**src/rtl/isodata_threshold_top_defines.svh**
```systemverilog
// Assertion macros for the isodata threshold block.
// Used by modules that carry concurrent checks; needs clk and rst_n in scope.
`ifndef ISODATA_THRESHOLD_TOP_DEFINES_SVH
`define ISODATA_THRESHOLD_TOP_DEFINES_SVH

// Condition holds on every clock while out of reset.
`define ISO_ASSERT_ALWAYS(lbl, cond, msg) \
  lbl: assert property (@(posedge clk) disable iff (!rst_n) (cond)) else $error(msg);

// Trigger implies the consequent on the next clock.
`define ISO_ASSERT_NEXT(lbl, trig, cons, msg) \
  lbl: assert property (@(posedge clk) disable iff (!rst_n) (trig) |=> (cons)) else $error(msg);

`endif

```
**src/rtl/iso_pkg.sv**
```systemverilog
// Shared types, widths and command codes of the isodata threshold block.
// No dependencies.
package iso_pkg;

  localparam int MAX_PIXELS_LOG2 = 20;
  localparam int MAX_ROUNDS      = 64;
  localparam int PIX_W   = 8;
  localparam int BINS    = 1 << PIX_W;
  localparam int CNT_W   = MAX_PIXELS_LOG2 + 1;
  localparam int TOT_W   = MAX_PIXELS_LOG2 + PIX_W;
  localparam int NUM_W   = TOT_W + CNT_W + 1;
  localparam int DEN_W   = 2 * CNT_W + 1;
  localparam int DIV_W   = DEN_W + PIX_W;
  localparam int QB_W    = $clog2(PIX_W);
  localparam int RND_W   = $clog2(MAX_ROUNDS + 1);
  localparam int STS_W   = 2;

  localparam logic [STS_W-1:0] ST_CONVERGED = 2'd0;
  localparam logic [STS_W-1:0] ST_EMPTY     = 2'd1;
  localparam logic [STS_W-1:0] ST_LIMIT     = 2'd2;

  localparam logic [3:0] OP_NONE    = 4'd0;
  localparam logic [3:0] OP_ACC_RD  = 4'd1;
  localparam logic [3:0] OP_ACC_WR  = 4'd2;
  localparam logic [3:0] OP_CLR     = 4'd3;
  localparam logic [3:0] OP_MEAN_LD = 4'd4;
  localparam logic [3:0] OP_DIV     = 4'd5;
  localparam logic [3:0] OP_SET_T   = 4'd6;
  localparam logic [3:0] OP_SWP_INI = 4'd7;
  localparam logic [3:0] OP_SWEEP   = 4'd8;
  localparam logic [3:0] OP_MUL1    = 4'd9;
  localparam logic [3:0] OP_MUL2    = 4'd10;
  localparam logic [3:0] OP_SUM     = 4'd11;
  localparam logic [3:0] OP_OUT_LD  = 4'd12;

  typedef struct packed {
    logic [PIX_W-1:0] pixel;
    logic             last;
  } in_item_t;

  typedef struct packed {
    logic [PIX_W-1:0] threshold;
    logic [STS_W-1:0] status;
  } out_item_t;

  typedef struct packed {
    logic [3:0]       op;
    logic [STS_W-1:0] out_status;
  } iso_cmd_t;

  typedef struct packed {
    logic sweep_end;
    logic class_empty;
    logic div_last;
    logic q_eq_t;
    logic out_full;
  } iso_sts_t;

endpackage

```
**src/rtl/iso_ctrl.sv**
```systemverilog
// Controller: sequences accumulation, mean, threshold rounds, result and clear pass.
// Depends on iso_pkg and isodata_threshold_top_defines.svh.
`include "isodata_threshold_top_defines.svh"
module iso_ctrl (
  input  logic              clk,
  input  logic              rst_n,
  input  logic              in_valid,
  input  logic              in_last,
  output logic              in_stall,
  input  iso_pkg::iso_sts_t sts,
  output iso_pkg::iso_cmd_t cmd
);
  import iso_pkg::*;

  localparam logic [3:0] S_CLR    = 4'd0;
  localparam logic [3:0] S_IDLE   = 4'd1;
  localparam logic [3:0] S_ACC_WR = 4'd2;
  localparam logic [3:0] S_MEANLD = 4'd3;
  localparam logic [3:0] S_MDIV   = 4'd4;
  localparam logic [3:0] S_SET_T  = 4'd5;
  localparam logic [3:0] S_RCHK   = 4'd6;
  localparam logic [3:0] S_SWEEP  = 4'd7;
  localparam logic [3:0] S_SWFIN  = 4'd8;
  localparam logic [3:0] S_ECHK   = 4'd9;
  localparam logic [3:0] S_MUL2   = 4'd10;
  localparam logic [3:0] S_SUM    = 4'd11;
  localparam logic [3:0] S_DIV    = 4'd12;
  localparam logic [3:0] S_CMP    = 4'd13;
  localparam logic [3:0] S_OUT    = 4'd14;

  logic [3:0]       state_r, state_nxt;
  logic             last_r, last_nxt;
  logic [RND_W-1:0] round_r, round_nxt;
  logic [STS_W-1:0] res_r, res_nxt;
  logic             in_fire;

  assign in_stall = (state_r != S_IDLE);
  assign in_fire  = in_valid && !in_stall;

  always_comb begin
    state_nxt      = state_r;
    last_nxt       = last_r;
    round_nxt      = round_r;
    res_nxt        = res_r;
    cmd.op         = OP_NONE;
    cmd.out_status = res_r;
    case (state_r)
      S_CLR: begin
        cmd.op = OP_CLR;
        if (sts.sweep_end) state_nxt = S_IDLE;
      end
      S_IDLE: begin
        if (in_valid) begin
          cmd.op    = OP_ACC_RD;
          last_nxt  = in_last;
          state_nxt = S_ACC_WR;
        end
      end
      S_ACC_WR: begin
        cmd.op    = OP_ACC_WR;
        state_nxt = last_r ? S_MEANLD : S_IDLE;
      end
      S_MEANLD: begin
        cmd.op    = OP_MEAN_LD;
        state_nxt = S_MDIV;
      end
      S_MDIV: begin
        cmd.op = OP_DIV;
        if (sts.div_last) state_nxt = S_SET_T;
      end
      S_SET_T: begin
        cmd.op    = OP_SET_T;
        round_nxt = '0;
        state_nxt = S_RCHK;
      end
      S_RCHK: begin
        if (round_r == RND_W'(MAX_ROUNDS)) begin
          res_nxt   = ST_LIMIT;
          state_nxt = S_OUT;
        end else begin
          cmd.op    = OP_SWP_INI;
          state_nxt = S_SWEEP;
        end
      end
      S_SWEEP: begin
        cmd.op = OP_SWEEP;
        if (sts.sweep_end) state_nxt = S_SWFIN;
      end
      S_SWFIN: state_nxt = S_ECHK;
      S_ECHK: begin
        if (sts.class_empty) begin
          res_nxt   = ST_EMPTY;
          state_nxt = S_OUT;
        end else begin
          cmd.op    = OP_MUL1;
          state_nxt = S_MUL2;
        end
      end
      S_MUL2: begin
        cmd.op    = OP_MUL2;
        state_nxt = S_SUM;
      end
      S_SUM: begin
        cmd.op    = OP_SUM;
        state_nxt = S_DIV;
      end
      S_DIV: begin
        cmd.op = OP_DIV;
        if (sts.div_last) state_nxt = S_CMP;
      end
      S_CMP: begin
        if (sts.q_eq_t) begin
          res_nxt   = ST_CONVERGED;
          state_nxt = S_OUT;
        end else begin
          cmd.op    = OP_SET_T;
          round_nxt = round_r + 1'b1;
          state_nxt = S_RCHK;
        end
      end
      S_OUT: begin
        if (!sts.out_full) begin
          cmd.op    = OP_OUT_LD;
          state_nxt = S_CLR;
        end
      end
      default: state_nxt = S_CLR;
    endcase
  end

  always_ff @(posedge clk) begin
    if (!rst_n) begin
      state_r <= S_CLR;
      last_r  <= 1'b0;
      round_r <= '0;
      res_r   <= ST_CONVERGED;
    end else begin
      state_r <= state_nxt;
      last_r  <= last_nxt;
      round_r <= round_nxt;
      res_r   <= res_nxt;
    end
  end

  `ISO_ASSERT_NEXT(a_fire_to_wr, in_fire, state_r == S_ACC_WR, "request not written back")
  `ISO_ASSERT_ALWAYS(a_round_cap, round_r <= RND_W'(MAX_ROUNDS), "round counter overrun")
  `ISO_ASSERT_ALWAYS(a_out_free, (cmd.op != OP_OUT_LD) || !sts.out_full, "result overwritten")

endmodule

```
**config.mk**
```make
export PLATFORM = sky130hd
export DESIGN_NAME = iso_ctrl
export DESIGN_NICKNAME = d
export VERILOG_FILES = /design/src/rtl/iso_pkg.sv /design/src/rtl/iso_ctrl.sv
export VERILOG_INCLUDE_DIRS = /design/src /design/src/rtl
export SDC_FILE = /design/constraint.sdc
export NUM_CORES = 1
export LEC_CHECK = 0
export BUFFER_PORTS_ARGS = -buffer_cell sky130_fd_sc_hd__buf_4
export CAP_MARGIN = 20
export CORE_MARGIN = 2
export CORE_UTILIZATION = 59
export CTS_CLUSTER_DIAMETER = 200
export DETAILED_ROUTE_END_ITERATION = 10
export GPL_ROUTABILITY_DRIVEN = 0
export PLACE_DENSITY = 0.84
export SLEW_MARGIN = 40
export SYNTH_ARGS = -nofsm -noshare
export SYNTH_HDL_FRONTEND = slang
export SYNTH_SLANG_ARGS = --single-unit
export TNS_END_PERCENT = 50
```
**constraint.sdc**
```tcl
create_clock -name clk -period 3.48 [get_ports clk]
set_clock_uncertainty 0.2 [all_clocks]
set_input_delay 0.174 -clock clk [delete_from_list [all_inputs] [get_ports clk]]
set_output_delay 0.174 -clock clk [all_outputs]
set_load 0.1 [all_outputs]
```
==> reports/metrics.csv <==
stage,metric,value,unit
logic_synthesis,register area share after synthesis,28.61,%
floorplan,area of the die,2003,um^2
routing,first drt pass iteration count,4,
logic_synthesis,Yosys warnings,0,
worst_setup_path,r2r startpoint,state_r[0],
timing,"Hold Vio Cnt, Final",0,
pwr,VDD IR max,0.4790,mV
logic_synthesis,"Cell Area, Synth",979.7,um^2
routing,post-route ant nets,0,
logic_synthesis,Post-synth EDFFs,0,
clock_network,Root Buffer Master,clkbuf_4,
run,Max Cap Violations,0,
worst_setup_path,CP required,3.11,ns
logic_synthesis,ys flop type,dfxtp_1,
worst_setup_path,Worst Setup Start Kind,flop,
global_routing,global-route wire length before repair,3774,um
place,IO buf count,15,
final_layout,filler cell count,109,
floorplan,Die Wd,44.75,um
logic_synthesis,post-synth net total,143,
clock_network,clk buf depth,2,
worst_hold_path,Hold/Removal Path Class,input port to flop,
clock_network,CTS Buf Count,3,
floorplan,row count,14,
place,Area after DPL,1080,um^2
worst_setup_path,Crit-path slowest cell,dfxtp_1,
timing,"Setup violations, final",0,
worst_hold_path,Hold Path Depth,4,
logic_synthesis,Synth top area share,28.61,%
routing,WL met3,134,um
timing,worst slew pin tran,0.7182,ns
clock_network,clock slew at reported path FFs,0.08,ns
place,DP Worst Slack,1.197,ns
timing,Fmax,397.9,MHz
worst_hold_path,Hold Crit Endpoint,last_r,
global_routing,pin count of the biggest net entering global routing,26,
timing,TNS Setup,0,ns
routing,Via density,6.025,
logic_synthesis,top-count cell post-synth,dfxtp_1,
logic_synthesis,Post-synth top cells,"dfxtp_1 (14), a21oi_1 (13), nor2_1 (13)",
place,Post-DP HPWL,1605,um
routing,wl on met1,1102,um
routing,Post-route DRC,0,
pwr,pwr dens,625.1,nW/um^2
routing,DRT iter0 DRCs,45,
routing,WL final,2231,um
logic_synthesis,Mapped Avg Cell Area,7.422,um^2
routing,WL met2,949,um
worst_setup_path,RR Endpoint,state_r[1],
worst_setup_path,flop2flop setup slack,1.14,ns
floorplan,core area,1524,um^2
routing,Routed WL per cell,13.86,um
global_routing,gr ovfl total,0,
routing,Via Count,970,
global_routing,GRT Resource Usage Total,26.01,%
routing,Top Layer Used,met4,
logic_synthesis,ys async rst share,0,%
timing,Hold WS,0.07808,ns
worst_setup_path,Crit Path Category,flop to output pin,
clock_network,setup bufs post-CTS,0,
floorplan,initial core utilization,64.29,%
final_layout,nets@finish,157,
timing,minimum clock period after layout,2.513,ns
pwr,Lkg Pwr,0.4309,nW
worst_setup_path,Critical Path AT,2.14,ns
floorplan,I/O pins,16,
logic_synthesis,"area leader, netlist",dfxtp_1,
worst_setup_path,Worst Path Max Fanout,18,
logic_synthesis,ranking of synthesized cells by area,"dfxtp_1 (29%), a21oi_1 (6.6%), nor2_1 (5.0%)",
global_routing,vias in the first global route,844,
final_layout,Layout area overhead,15.96,%
clock_network,Clock Sinks,14,
timing,relative max-transition margin,52.05,%
clock_network,worst skew pair latency,0.28,ns
final_layout,layout cells sized above 1,15.86,%
floorplan,DIE HEIGHT,44.75,um
global_routing,initial antenna violation count,0,
timing,setup slack after layout,0.9668,ns
timing,RSZ-0062 raised after global routing,false,
logic_synthesis,Seq cells post-synth,14,
clock_network,CTS tree,yes,
outcome,status,"finished, final reports clean",
timing,final-report max-slew violation count,0,
final_layout,Final Core Density,74.55,%
timing,Final Cycle Share,72.22,%
final_layout,final instance area,1136,um^2
final_layout,n_diodes,0,
logic_synthesis,Syn Inst Count,132,
worst_setup_path,Worst setup EP type,output pin,
worst_setup_path,CP Cell Sequence,nor2b_1 > nand2_1 > o211ai_1 > buf_4,
logic_synthesis,synth unique cells,41,
worst_setup_path,"Largest stage delay, worst path",0.61,ns
worst_setup_path,FF-to-FF path depth,4,
worst_hold_path,min-delay src,in_valid,
clock_network,H-tree depth,1,
==> logic make-up (layout without fill, tap and decap cells) <==
| logic type | count (synthesis) | after routing | synth area share (%) |
|---|---|---|---|
| flops | 14 | 14 | 28.61 |
| mux | 3 | 3 | 3.193 |
| buf+inv | 14 | 27 | 6.129 |
| xor+xnor | 4 | 4 | 3.576 |
| fa+ha+maj | 2 | 2 | 2.554 |
| compound gates | 40 | 40 | 26.31 |
| simple gates | 55 | 55 | 29.63 |
==> worst max-delay path: cells and delay by family (launching register included) <==
family | cells | cell delay [ns]
buffers and inverters | 1 | 0.31
DFF | 1 | 0.61
AOI/OAI and AO/OA | 1 | 0.13
and+or+nand+nor | 2 | 0.80
==> state kept, by name (all words and copies together), names as in the netlist <==
signal,count
last_r,1
round_r,7
res_r,2
state_r,4
==> worst max-delay path by stage <==
stage,endpoint,startpoint,depth (start not counted)
after floorplan,cmd[3],state_r[1],4
after global placement,state_r[1],state_r[0],4
after detailed placement,state_r[1],state_r[0],4
after CTS,cmd[3],state_r[0],4
after global routing,cmd[3],state_r[0],4
final,cmd[3],state_r[0],4
==> area by class of cell <==
| cell class | count | area [um^2] | area share [%] |
|---|---|---|---|
| Clock buffer | 4 | 36.28 | 3.194 |
| Tap cell | 16 | 20.02 | 1.762 |
| Sequential cell | 14 | 280.3 | 24.67 |
| Inverter | 6 | 22.52 | 1.982 |
| Timing Repair Buffer | 17 | 132.6 | 11.67 |
| Multi-Input combinational cell | 104 | 644.4 | 56.72 |
==> where the power goes <==
part | switching [mW] | internal (mW) | total (mW)
registers | 0.0484 | 0.172 | 0.221
clock network | 0.0541 | 0.0638 | 0.118
logic | 0.262 | 0.109 | 0.371
==> per-stage QoR <==
| stage | power (mW) | instances |
|---|---|---|
| floorplan | 0.5286 | 132 |
| global placement | 0.5820 | 155 |
| detailed placement | 0.5884 | 155 |
| CTS | 0.7080 | 161 |
| global route | 0.7464 | 161 |
| finish | 0.7102 | 161 |
==> routing by layer <==
metal	up-vias	global-route usage, %
li1	502	-
met1	427	38.79
met2	36	36.52
met3	5	3.600
met4	0	12.73
met5	-	0
==> cell usage in the layout (no fill, tap or decap), types with 2 or more instances in the layout <==
| cell | n |
|---|---|
| a21oi_1 | 13 |
| and2_1 | 2 |
| and3_1 | 3 |
| buf_4 | 15 |
| clkbuf_4 | 3 |
| dfxtp_1 | 14 |
| dlygate4sd3_1 | 2 |
| ha_1 | 2 |
| inv_1 | 6 |
| mux2i_1 | 2 |
| nand2_1 | 9 |
| nand2b_1 | 5 |
| nand3_1 | 7 |
| nand4_1 | 3 |
| nor2_1 | 13 |
| nor2b_1 | 3 |
| nor3_1 | 2 |
| nor4b_1 | 2 |
| o211ai_1 | 2 |
| o21ai_0 | 8 |
| o21bai_1 | 2 |
| o22ai_1 | 2 |
| o2bb2ai_1 | 3 |
| or3_1 | 2 |
| xor2_1 | 4 |
==> repair_timing <==
item                                   in CTS  in global routing
gates resized for setup                     0                  0
hold buffers                                2                  0
endpoints found under the hold margin       2                  0
Power figures use the tool's default switching activity.
